File: config.mk
export PLATFORM = sky130hd
export DESIGN_NAME = character_stream_tokenizer
export DESIGN_NICKNAME = d
export VERILOG_FILES = /design/src/rtl/core/cst_pkg.sv /design/src/rtl/core/character_stream_tokenizer.sv /design/src/rtl/core/cst_keyword.sv /design/src/rtl/core/cst_scan.sv /design/src/rtl/core/cst_res_queue.sv
export SDC_FILE = /design/constraint.sdc
export NUM_CORES = 1
export LEC_CHECK = 0
export ABC_AREA = 1
export BUFFER_PORTS_ARGS = -buffer_cell sky130_fd_sc_hd__buf_2
export CAP_MARGIN = 20
export CORE_ASPECT_RATIO = 0.5
export CORE_MARGIN = 8
export CORE_UTILIZATION = 64
export CTS_CLUSTER_DIAMETER = 100
export DETAILED_ROUTE_END_ITERATION = 10
export PLACE_DENSITY = 0.89
export SYNTH_ARGS = -nofsm -noshare
export SYNTH_HDL_FRONTEND = slang
export SYNTH_HIERARCHICAL = 1
export SYNTH_SLANG_ARGS = --single-unit
File: constraint.sdc
create_clock -name clk -period 6.5 [get_ports clk]
set_input_delay 0.65 -clock clk [delete_from_list [all_inputs] [get_ports clk]]
set_output_delay 0.65 -clock clk [all_outputs]
set_load 0.05 [all_outputs]
File: src/rtl/core/cst_pkg.sv
// ----------------------------------------------------------------------------
// cst_pkg - shared types and constants of the character stream tokenizer
// Token kind codes, keyword table, position width and the result records
// passed between the scanner, the result queue and the top level.
// ----------------------------------------------------------------------------
`default_nettype none

package cst_pkg;

  // Position counter saturates at this value
  localparam longint unsigned POS_LIMIT = 64'd65535;
  localparam int POS_W = $clog2(POS_LIMIT + 64'd1);
  localparam logic [POS_W-1:0] POS_MAX = POS_W'(POS_LIMIT);

  // Identifier bytes kept for keyword matching
  localparam int KEYWORD_BYTES = 8;
  localparam int WORD_W = 8 * KEYWORD_BYTES;
  localparam int LEN_W = $clog2(KEYWORD_BYTES + 2);
  localparam logic [LEN_W-1:0] WORD_FULL = LEN_W'(KEYWORD_BYTES);
  localparam logic [LEN_W-1:0] WORD_OVER = LEN_W'(KEYWORD_BYTES + 1);

  // Token kinds
  localparam logic [5:0] KIND_LBRACE = 6'd0;
  localparam logic [5:0] KIND_RBRACE = 6'd1;
  localparam logic [5:0] KIND_LBRACK = 6'd2;
  localparam logic [5:0] KIND_RBRACK = 6'd3;
  localparam logic [5:0] KIND_LPAREN = 6'd4;
  localparam logic [5:0] KIND_RPAREN = 6'd5;
  localparam logic [5:0] KIND_SEMI   = 6'd6;
  localparam logic [5:0] KIND_COMMA  = 6'd7;
  localparam logic [5:0] KIND_DOT    = 6'd8;
  localparam logic [5:0] KIND_PLUS   = 6'd9;
  localparam logic [5:0] KIND_MINUS  = 6'd10;
  localparam logic [5:0] KIND_POW    = 6'd11;
  localparam logic [5:0] KIND_STAR   = 6'd12;
  localparam logic [5:0] KIND_SLASH  = 6'd13;
  localparam logic [5:0] KIND_PCT    = 6'd14;
  localparam logic [5:0] KIND_BAR    = 6'd15;
  localparam logic [5:0] KIND_AMP    = 6'd16;
  localparam logic [5:0] KIND_EQEQ   = 6'd17;
  localparam logic [5:0] KIND_ASSIGN = 6'd18;
  localparam logic [5:0] KIND_NEQ    = 6'd19;
  localparam logic [5:0] KIND_NOT    = 6'd20;
  localparam logic [5:0] KIND_GE     = 6'd21;
  localparam logic [5:0] KIND_GT     = 6'd22;
  localparam logic [5:0] KIND_LE     = 6'd23;
  localparam logic [5:0] KIND_LT     = 6'd24;
  localparam logic [5:0] KIND_INT    = 6'd25;
  localparam logic [5:0] KIND_FLOAT  = 6'd26;
  localparam logic [5:0] KIND_IDENT  = 6'd27;
  localparam logic [5:0] KIND_STRING = 6'd28;
  localparam logic [5:0] KIND_KEY0   = 6'd29;
  localparam logic [5:0] KIND_EOF    = 6'd44;
  localparam logic [5:0] KIND_ERR    = 6'd45;

  // Keyword table, packed first byte highest, right aligned
  localparam int NUM_KEYWORDS = 15;
  localparam logic [WORD_W-1:0] KW_TEXT [NUM_KEYWORDS] = '{
    WORD_W'("mod"), WORD_W'("print"), WORD_W'("tick"), WORD_W'("hold"),
    WORD_W'("let"), WORD_W'("con"), WORD_W'("if"), WORD_W'("elif"),
    WORD_W'("else"), WORD_W'("for"), WORD_W'("in"), WORD_W'("while"),
    WORD_W'("break"), WORD_W'("continue"), WORD_W'("return")
  };
  localparam logic [LEN_W-1:0] KW_LEN [NUM_KEYWORDS] = '{
    LEN_W'(3), LEN_W'(5), LEN_W'(4), LEN_W'(4), LEN_W'(3), LEN_W'(3),
    LEN_W'(2), LEN_W'(4), LEN_W'(4), LEN_W'(3), LEN_W'(2), LEN_W'(5),
    LEN_W'(5), LEN_W'(8), LEN_W'(6)
  };

  // One result item
  typedef struct packed {
    logic [5:0]  kind;
    logic [15:0] start_pos;
    logic [15:0] end_pos;
    logic        last;
  } res_t;

  // Results caused by one accepted item, in order a then b
  typedef struct packed {
    logic a_valid;
    res_t a;
    logic b_valid;
    res_t b;
  } push_t;

endpackage

`default_nettype wire

File: src/rtl/core/character_stream_tokenizer.sv
// ----------------------------------------------------------------------------
// character_stream_tokenizer - streaming lexical tokenizer
// Takes source text one byte per item, skips whitespace and comments and
// emits token kind with first and last character positions.
// ----------------------------------------------------------------------------
//
//   channel   direction   handshake               payload
//   in_       input       in_valid / in_ready     text_byte, end_marker
//   out_      output      out_valid / out_ready   token_kind, start_pos,
//                                                 end_pos, run_last
//
// One item is taken per cycle while in_ready is high; the scan state
// updates in that same cycle and its zero, one or two results enter a
// four-entry result queue, reaching out_ once the results ahead are taken.
// in_ready is high while the queue holds at most two results; out_ drains
// one result per cycle, so a run of two-result items or out_ stalls fill
// the queue and hold in_ready low until it drops back to two.
// Synchronous reset clears the scan state and empties the queue.
// ----------------------------------------------------------------------------
`default_nettype none

module character_stream_tokenizer (
  input  wire logic        clk,
  input  wire logic        rst_n,
  input  wire logic        in_valid,
  output logic             in_ready,
  input  wire logic [7:0]  in_text_byte,
  input  wire logic        in_end_marker,
  output logic             out_valid,
  input  wire logic        out_ready,
  output logic [5:0]       out_token_kind,
  output logic [15:0]      out_start_pos,
  output logic [15:0]      out_end_pos,
  output logic             out_run_last
);
  import cst_pkg::*;

  push_t push;
  res_t  res;
  logic  room;
  logic  step;

  // Accept an item only when a pair of results fits
  assign in_ready = room;
  assign step     = in_valid && room;

  cst_scan u_scan (
    .clk        (clk),
    .rst_n      (rst_n),
    .step       (step),
    .text_byte  (in_text_byte),
    .end_marker (in_end_marker),
    .push       (push)
  );

  cst_res_queue u_queue (
    .clk       (clk),
    .rst_n     (rst_n),
    .push      (push),
    .room      (room),
    .out_valid (out_valid),
    .out_ready (out_ready),
    .out_res   (res)
  );

  assign out_token_kind = res.kind;
  assign out_start_pos  = res.start_pos;
  assign out_end_pos    = res.end_pos;
  assign out_run_last   = res.last;

endmodule

`default_nettype wire

File: src/rtl/core/cst_keyword.sv
// ----------------------------------------------------------------------------
// cst_keyword - keyword matcher
// Compares the collected identifier bytes against all keywords in parallel
// and returns the keyword kind, or the identifier kind when none matches.
// ----------------------------------------------------------------------------
`default_nettype none

module cst_keyword (
  input  wire logic [cst_pkg::WORD_W-1:0] word_bytes,
  input  wire logic [cst_pkg::LEN_W-1:0]  word_len,
  output logic [5:0]                      kind
);
  import cst_pkg::*;

  // Compare every table entry; at most one can match
  always_comb begin
    kind = KIND_IDENT;
    for (int i = 0; i < NUM_KEYWORDS; i++) begin
      if (word_len == KW_LEN[i] && word_bytes == KW_TEXT[i]) begin
        kind = KIND_KEY0 + 6'(i);
      end
    end
  end

endmodule

`default_nettype wire

File: src/rtl/core/cst_scan.sv
// ----------------------------------------------------------------------------
// cst_scan - scan state machine
// Holds scan mode, position, token start and identifier bytes, and turns
// each accepted item combinationally into zero, one or two result items.
// ----------------------------------------------------------------------------
`default_nettype none

module cst_scan (
  input  wire logic                clk,
  input  wire logic                rst_n,
  input  wire logic                step,
  input  wire logic [7:0]          text_byte,
  input  wire logic                end_marker,
  output cst_pkg::push_t           push
);
  import cst_pkg::*;

  typedef enum logic [10:0] {
    M_IDLE    = 11'b000_0000_0001,
    M_COMMENT = 11'b000_0000_0010,
    M_ERROR   = 11'b000_0000_0100,
    M_INT     = 11'b000_0000_1000,
    M_FLOAT   = 11'b000_0001_0000,
    M_IDENT   = 11'b000_0010_0000,
    M_STRING  = 11'b000_0100_0000,
    M_PSTAR   = 11'b000_1000_0000,
    M_PEQ     = 11'b001_0000_0000,
    M_PBANG   = 11'b010_0000_0000,
    M_PLT     = 11'b100_0000_0000
  } mode_t;

  // Greater-than shares the less-than pending mode; this flag tells them apart
  typedef enum logic [0:0] {
    GT_NONE = 1'b0,
    GT_PEND = 1'b1
  } gt_t;

  typedef struct packed {
    mode_t      mode;
    gt_t        gt;
    logic       emit;
    logic [5:0] kind;
    logic       set_begin;
    logic       word_start;
  } idle_t;

  typedef struct packed {
    logic [7:0] second;
    logic [5:0] dbl;
    logic [5:0] sgl;
  } pend_t;

  mode_t                 mode_r, mode_nxt;
  gt_t                   gt_r, gt_nxt;
  logic [POS_W-1:0]      pos_r, pos_nxt;
  logic [POS_W-1:0]      tb_r, tb_nxt;
  logic [WORD_W-1:0]     wbytes_r, wbytes_nxt;
  logic [LEN_W-1:0]      wlen_r, wlen_nxt;
  logic [POS_W-1:0]      prev_end;
  logic [5:0]            word_kind;
  idle_t                 idle_res;
  pend_t                 pend;
  logic                  use_idle;

  function automatic logic is_space(logic [7:0] c);
    return c == " " || (c >= 8'd9 && c <= 8'd13);
  endfunction

  function automatic logic is_digit(logic [7:0] c);
    return c >= "0" && c <= "9";
  endfunction

  function automatic logic is_word(logic [7:0] c);
    return (c >= "a" && c <= "z") || (c >= "A" && c <= "Z") || c == "_";
  endfunction

  function automatic res_t mk_res(logic [5:0] k, logic [POS_W-1:0] s,
                                  logic [POS_W-1:0] e);
    res_t r;
    r.kind      = k;
    r.start_pos = 16'(s);
    r.end_pos   = 16'(e);
    r.last      = 1'b0;
    return r;
  endfunction

  // Decide what a byte does when no token is open
  function automatic idle_t idle_scan(logic [7:0] c);
    idle_t r;
    r.mode       = M_IDLE;
    r.gt         = GT_NONE;
    r.emit       = 1'b0;
    r.kind       = KIND_ERR;
    r.set_begin  = 1'b0;
    r.word_start = 1'b0;
    if (is_space(c)) begin
      r.mode = M_IDLE;
    end else if (c == "#") begin
      r.mode = M_COMMENT;
    end else begin
      unique case (c)
        "{": begin r.emit = 1'b1; r.kind = KIND_LBRACE; end
        "}": begin r.emit = 1'b1; r.kind = KIND_RBRACE; end
        "[": begin r.emit = 1'b1; r.kind = KIND_LBRACK; end
        "]": begin r.emit = 1'b1; r.kind = KIND_RBRACK; end
        "(": begin r.emit = 1'b1; r.kind = KIND_LPAREN; end
        ")": begin r.emit = 1'b1; r.kind = KIND_RPAREN; end
        ";": begin r.emit = 1'b1; r.kind = KIND_SEMI; end
        ",": begin r.emit = 1'b1; r.kind = KIND_COMMA; end
        ".": begin r.emit = 1'b1; r.kind = KIND_DOT; end
        "+": begin r.emit = 1'b1; r.kind = KIND_PLUS; end
        "-": begin r.emit = 1'b1; r.kind = KIND_MINUS; end
        "/": begin r.emit = 1'b1; r.kind = KIND_SLASH; end
        "%": begin r.emit = 1'b1; r.kind = KIND_PCT; end
        "|": begin r.emit = 1'b1; r.kind = KIND_BAR; end
        "&": begin r.emit = 1'b1; r.kind = KIND_AMP; end
        "*": begin r.set_begin = 1'b1; r.mode = M_PSTAR; end
        "=": begin r.set_begin = 1'b1; r.mode = M_PEQ; end
        "!": begin r.set_begin = 1'b1; r.mode = M_PBANG; end
        ">": begin r.set_begin = 1'b1; r.mode = M_PLT; r.gt = GT_PEND; end
        "<": begin r.set_begin = 1'b1; r.mode = M_PLT; end
        "\"": begin r.set_begin = 1'b1; r.mode = M_STRING; end
        default: begin
          r.set_begin = 1'b1;
          if (is_digit(c)) begin
            r.mode = M_INT;
          end else if (is_word(c)) begin
            r.mode       = M_IDENT;
            r.word_start = 1'b1;
          end else begin
            r.emit = 1'b1;
            r.kind = KIND_ERR;
            r.mode = M_ERROR;
          end
        end
      endcase
    end
    return r;
  endfunction

  cst_keyword u_keyword (
    .word_bytes (wbytes_r),
    .word_len   (wlen_r),
    .kind       (word_kind)
  );

  // Second character and kinds of the pending operator
  always_comb begin
    pend = '{second: "=", dbl: KIND_EQEQ, sgl: KIND_ASSIGN};
    unique case (mode_r)
      M_PSTAR: pend = '{second: "*", dbl: KIND_POW, sgl: KIND_STAR};
      M_PBANG: pend = '{second: "=", dbl: KIND_NEQ, sgl: KIND_NOT};
      M_PLT: begin
        if (gt_r == GT_PEND) begin
          pend = '{second: "=", dbl: KIND_GE, sgl: KIND_GT};
        end else begin
          pend = '{second: "=", dbl: KIND_LE, sgl: KIND_LT};
        end
      end
      default: pend = '{second: "=", dbl: KIND_EQEQ, sgl: KIND_ASSIGN};
    endcase
  end

  assign prev_end = (pos_r > tb_r) ? pos_r - 1'b1 : tb_r;

  // Advance the scan for one item
  always_comb begin
    mode_nxt   = mode_r;
    gt_nxt     = gt_r;
    pos_nxt    = pos_r;
    tb_nxt     = tb_r;
    wbytes_nxt = wbytes_r;
    wlen_nxt   = wlen_r;
    push       = '0;
    use_idle   = 1'b0;
    idle_res   = idle_scan(text_byte);
    if (step && end_marker) begin
      // Flush the open token, then mark end of text and start over
      unique case (mode_r)
        M_PSTAR, M_PEQ, M_PBANG, M_PLT: begin
          push.a_valid = 1'b1;
          push.a       = mk_res(pend.sgl, tb_r, tb_r);
        end
        M_INT: begin
          push.a_valid = 1'b1;
          push.a       = mk_res(KIND_INT, tb_r, prev_end);
        end
        M_FLOAT: begin
          push.a_valid = 1'b1;
          push.a       = mk_res(KIND_FLOAT, tb_r, prev_end);
        end
        M_IDENT: begin
          push.a_valid = 1'b1;
          push.a       = mk_res(word_kind, tb_r, prev_end);
        end
        M_STRING: begin
          push.a_valid = 1'b1;
          push.a       = mk_res(KIND_ERR, tb_r, tb_r);
        end
        default: push.a_valid = 1'b0;
      endcase
      push.b_valid = 1'b1;
      push.b       = mk_res(KIND_EOF, pos_r, pos_r);
      mode_nxt     = M_IDLE;
      gt_nxt       = GT_NONE;
      pos_nxt      = '0;
      tb_nxt       = '0;
      wbytes_nxt   = '0;
      wlen_nxt     = '0;
    end else if (step) begin
      unique case (mode_r)
        M_PSTAR, M_PEQ, M_PBANG, M_PLT: begin
          mode_nxt = M_IDLE;
          if (text_byte == pend.second) begin
            push.a_valid = 1'b1;
            push.a       = mk_res(pend.dbl, tb_r, pos_r);
          end else begin
            push.a_valid = 1'b1;
            push.a       = mk_res(pend.sgl, tb_r, tb_r);
            use_idle     = 1'b1;
          end
        end
        M_COMMENT: begin
          if (text_byte == 8'h0a) begin
            mode_nxt = M_IDLE;
          end
        end
        M_ERROR: mode_nxt = M_ERROR;
        M_INT, M_FLOAT: begin
          if (is_digit(text_byte)) begin
            mode_nxt = mode_r;
          end else if (mode_r == M_INT && text_byte == ".") begin
            mode_nxt = M_FLOAT;
          end else begin
            push.a_valid = 1'b1;
            push.a = mk_res((mode_r == M_INT) ? KIND_INT : KIND_FLOAT, tb_r, prev_end);
            use_idle = 1'b1;
          end
        end
        M_IDENT: begin
          if (is_word(text_byte)) begin
            if (wlen_r < WORD_FULL) begin
              wbytes_nxt = {wbytes_r[WORD_W-9:0], text_byte};
              wlen_nxt   = wlen_r + 1'b1;
            end else begin
              wlen_nxt = WORD_OVER;
            end
          end else begin
            push.a_valid = 1'b1;
            push.a       = mk_res(word_kind, tb_r, prev_end);
            use_idle     = 1'b1;
          end
        end
        M_STRING: begin
          if (text_byte == "\"") begin
            push.a_valid = 1'b1;
            push.a       = mk_res(KIND_STRING, tb_r, pos_r);
            mode_nxt     = M_IDLE;
          end else if (text_byte == 8'h0a) begin
            push.a_valid = 1'b1;
            push.a       = mk_res(KIND_ERR, tb_r, tb_r);
            mode_nxt     = M_ERROR;
          end
        end
        default: use_idle = 1'b1;
      endcase
      // Start whatever the byte begins when no token is open
      if (use_idle) begin
        mode_nxt = idle_res.mode;
        gt_nxt   = idle_res.gt;
        if (idle_res.emit) begin
          push.b_valid = 1'b1;
          push.b       = mk_res(idle_res.kind, pos_r, pos_r);
        end
        if (idle_res.set_begin) begin
          tb_nxt = pos_r;
        end
        if (idle_res.word_start) begin
          wbytes_nxt = WORD_W'(text_byte);
          wlen_nxt   = LEN_W'(1);
        end
      end
      if (pos_r < POS_MAX) begin
        pos_nxt = pos_r + 1'b1;
      end
    end
    // Mark the last result of this item
    push.a.last = !push.b_valid;
    push.b.last = 1'b1;
  end

  // Hold scan state
  always_ff @(posedge clk) begin
    if (!rst_n) begin
      mode_r   <= M_IDLE;
      gt_r     <= GT_NONE;
      pos_r    <= '0;
      tb_r     <= '0;
      wbytes_r <= '0;
      wlen_r   <= '0;
    end else begin
      mode_r   <= mode_nxt;
      gt_r     <= gt_nxt;
      pos_r    <= pos_nxt;
      tb_r     <= tb_nxt;
      wbytes_r <= wbytes_nxt;
      wlen_r   <= wlen_nxt;
    end
  end

  a_end_restarts: assert property (@(posedge clk) disable iff (!rst_n)
    step && end_marker |=> mode_r == M_IDLE && pos_r == '0 && wlen_r == '0)
    else $error("scan state not cleared after end of text");

  a_end_emits_eof: assert property (@(posedge clk) disable iff (!rst_n)
    step && end_marker |-> push.b_valid && push.b.kind == KIND_EOF)
    else $error("end of text item without end token");

  a_begin_order: assert property (@(posedge clk) disable iff (!rst_n)
    tb_r <= pos_r && pos_r <= POS_MAX)
    else $error("token start beyond position or position beyond limit");

endmodule

`default_nettype wire

File: src/rtl/core/cst_res_queue.sv
// ----------------------------------------------------------------------------
// cst_res_queue - result queue
// Four-entry queue that takes up to two result items per cycle and
// presents one at a time on the output handshake.
// ----------------------------------------------------------------------------
`default_nettype none

module cst_res_queue (
  input  wire logic           clk,
  input  wire logic           rst_n,
  input  wire cst_pkg::push_t push,
  output logic                room,
  output logic                out_valid,
  input  wire logic           out_ready,
  output cst_pkg::res_t       out_res
);
  import cst_pkg::*;

  res_t       mem_r [4];
  logic [1:0] wr_ptr_r, wr_ptr_nxt;
  logic [1:0] rd_ptr_r, rd_ptr_nxt;
  logic [2:0] cnt_r, cnt_nxt;
  logic [1:0] n_push;
  logic       pop;
  res_t       w0;

  // Compact the pair and update occupancy
  always_comb begin
    n_push     = {1'b0, push.a_valid} + {1'b0, push.b_valid};
    w0         = push.a_valid ? push.a : push.b;
    pop        = (cnt_r != 3'd0) && out_ready;
    cnt_nxt    = cnt_r + {1'b0, n_push} - {2'b00, pop};
    wr_ptr_nxt = wr_ptr_r + n_push;
    rd_ptr_nxt = rd_ptr_r + {1'b0, pop};
  end

  assign room      = (cnt_r <= 3'd2);
  assign out_valid = (cnt_r != 3'd0);
  assign out_res   = mem_r[rd_ptr_r];

  // Advance pointers
  always_ff @(posedge clk) begin
    if (!rst_n) begin
      wr_ptr_r <= '0;
      rd_ptr_r <= '0;
      cnt_r    <= '0;
    end else begin
      wr_ptr_r <= wr_ptr_nxt;
      rd_ptr_r <= rd_ptr_nxt;
      cnt_r    <= cnt_nxt;
    end
  end

  // Store incoming items
  always_ff @(posedge clk) begin
    if (n_push != 2'd0) begin
      mem_r[wr_ptr_r] <= w0;
    end
    if (n_push == 2'd2) begin
      mem_r[wr_ptr_r + 2'd1] <= push.b;
    end
  end

  a_no_overflow: assert property (@(posedge clk) disable iff (!rst_n)
    cnt_r <= 3'd4)
    else $error("result queue overflow");

  a_push_needs_room: assert property (@(posedge clk) disable iff (!rst_n)
    !room |-> n_push == 2'd0)
    else $error("result pushed without room for a pair");

  a_out_hold: assert property (@(posedge clk) disable iff (!rst_n)
    out_valid && !out_ready |=> out_valid && $stable(out_res))
    else $error("waiting result item changed before it was taken");

endmodule

`default_nettype wire

==> results.ini <==
[timing]
fin_crit_sh = 0.701
fmaxAchievable_ghz = 0.219
setup_viol_count_final = 0
maxSlewHeadroom = 0.415
hold_ws_ns = 0.380
tightest_slew_ns = 0.878
hold_viol = 0
min_period_ns = 4.56
rsz0062_at_grt = no
finalMaxSlewViolations = 0
fin_worst_skew_ns = 0.0118
tns_ns = 0

[clock_network]
numCtsBuffers = 26
cts_setup_buffers = 0
cts_resized = 0
cts_max_level = 1
path_clk_slew_ns = 0.07
worstSkewPairLatency_ns = 0.55
clock_sinks = 275
cts_tree = done
ctsHoldBuffers = 0
cts_root_buf = clkbuf_16
clockBufferDepth = 3

[layout]
seq_area_mm2 = 0.00707
utilization = 0.684
n_antenna_cell = 0
multi_input_area_mm2 = 0.00914
fin_cells = 2957
syn2layout_area_growth_pct = 5.08
drive_gt1_frac = 0.0788
fin_nets = 2593
fillers = 2346

[grt]
grt_pass1_vias = 15400
antenna_found_initial = 0
grt_usage = 0.280
grt-ovfl-total = 0
grt_pass1_wl_um = 79100
grt_max_degree = 113

[detailed_routing]
drcViolationCount = 0
drt_iter0_drc = 2068
first_pass_iters = 8
m1WireLength_um = 21100
routed.top_layer = met4
post_drt_wl_per_cell_um = 16.8
antenna_left = 0
wl_met3_um = 4810
wl_met2_um = 22500
wl_um = 49700
avgViaCountPerCell = 5.86
vias = 17300

[die]
chipWidth_um = 254
fp.coreArea_mm2 = 0.0278
ioPinCount = 54
die_area_mm2 = 0.0342
initial_core_util = 0.651
row_count = 43
die_y_um = 135

[critical_path]
rrSetupSlack_ns = 1.94
path_class = reg -> reg
arrival_ns = 4.75
startpoint_type = flip-flop
end_kind = flip-flop
cp_num_buf_inv = 2
cp_max_fo = 79
cp_slowest_cell = nand3_4
crit_chain = nor3b_1 -> o21ai_1 -> inv_1 -> nor2_1 -> nand2_1 -> nand2_1 -> a21oi_4 -> ha_1 -> nand3_4 -> o31ai_4 -> buf_4
max_stage_delay_ns = 0.68
required_ns = 6.69
r2r_cells = 11
path_common_cell = nand2_1
cp_top_family = simple AND/OR/NAND/NOR gates
cp_num_cells = 11

[place]
place.gp.congestion = 0.979
post-dp-hpwl_um = 33700
port_buffers = 53
place_inst = 2906

[run]
maxCapViolations = 0

[power_and_ir_drop]
pwr_density_cell_mw_per_mm2 = 344
p_leak_nw = 7.69
ir_worst_vdd_mv = 0.344

[synthesis]
netlist_area_mm2 = 0.0181
synth_edf_count = 156
synth.avg_cell_area_um2 = 6.92
synth_top_area_frac = 0.259
synth.distinct_cells = 55
synth_top_flop_cell = edfxtp_1
synth.largest_area_cell = edfxtp_1
async_flop_share = 0
ys_ff_latch = 275
yosysWarnings = 6
netlist_top_cells_area = edfxtp_1 (26%), nand2_1 (14%), dfxtp_1 (13%), o21ai_0 (9.2%), nor2_1 (7.2%)
synth_nets = 2648
yosysMostFrequentCell = nand2_1
synth.top_cells.by_count = nand2_1 (670), nor2_1 (345), o21ai_0 (332)
synth-seq-area-share = 0.391
synth_cells = 2610

[worst_hold_path]
hold_depth = 3
hold_path.class = in -> reg

[status]
status = completed

-- report_power, final --
part / internal [mW] / switching, mW
clock network: 0.796 / 0.682
logic: 0.667 / 1.96
registers: 2.21 / 0.224
total: 3.67 / 2.86
-- stage by stage --
stage          instance area (µm²)  power [mW]  setup slack [ns]
3_5_place_dp                 18100        5.04              1.71
5_1_grt                      19000        6.89              1.69
3_3_place_gp                 18100        4.98              1.90
4_1_cts                      18900        6.51              2.01
6_report                     19000        6.53              1.94
2_1_floorplan                18100        4.45             0.525
-- path summary, 6_finish.rpt --
check | from | endpoint
setup / recovery | u_scan/mode_r[10] | u_queue/mem_r[1][32]
hold / removal | rst_n | u_queue/cnt_r[0]
setup reg to reg | u_scan/mode_r[10] | u_queue/mem_r[1][32]
hold reg to reg | u_scan/mode_r[0] | u_scan/mode_r[0]
-- kinds of logic (layout without fill, tap and decap cells) --
group,after synthesis,after routing,synth area share
flops,275,275,0.391
simple gates,1314,1314,0.313
buf+inv,426,391,0.107
fa+ha+maj,25,25,0.0177
xor+xnor,17,17,0.00824
compound gates,552,552,0.162
other cells,1,1,0.000208
-- flip-flops by register name, summed over array words and instances (netlist names), 2 cells and up --
signal / count
u_scan/wbytes_r: 64
u_scan/wlen_r: 4
u_scan/tb_r: 16
u_scan/mode_r: 11
u_scan/pos_r: 16
u_queue/mem_r: 156
u_queue/rd_ptr_r: 2
u_queue/wr_ptr_r: 2
u_queue/cnt_r: 3
-- cells in the final DEF (no fill, tap or decap), drive strengths merged, types with 42 or more instances in the layout --
| master | n |
|---|---|
| nor3 | 42 |
| o21ai | 429 |
| nand3 | 155 |
| nor2 | 365 |
| dfxtp | 119 |
| buf | 72 |
| edfxtp | 156 |
| inv | 269 |
| nand2 | 690 |
| nand4 | 45 |
| a21oi | 65 |
-- worst reg2reg max path, cell delays in order (launching register included) --
cell     delay [ns]
dfxtp_1        0.40
nor3b_1        0.55
o21ai_1        0.24
inv_1          0.09
nor2_1         0.11
nand2_1        0.11
nand2_1        0.10
a21oi_4        0.63
ha_1           0.53
nand3_4        0.68
o31ai_4        0.23
buf_4          0.49
-- routing by layer --
layer | track usage | vias to the layer above
met3 | 0.0426 | 117
met2 | 0.457 | 902
met4 | 0.0810 | 0
met1 | 0.384 | 7832
met5 | 0 | -
li1 | - | 8483
-- layout make-up --
class | count | share of cell area
Clock buffer | 36 | 0.0368
Clock inverter | 12 | 0.00540
Inverter | 271 | 0.0539
Multi-Input combinational cell | 1909 | 0.481
Sequential cell | 275 | 0.372
Tap cell | 382 | 0.0252
Timing Repair Buffer | 72 | 0.0253
Note: power is estimated with default switching activity, not from simulation.
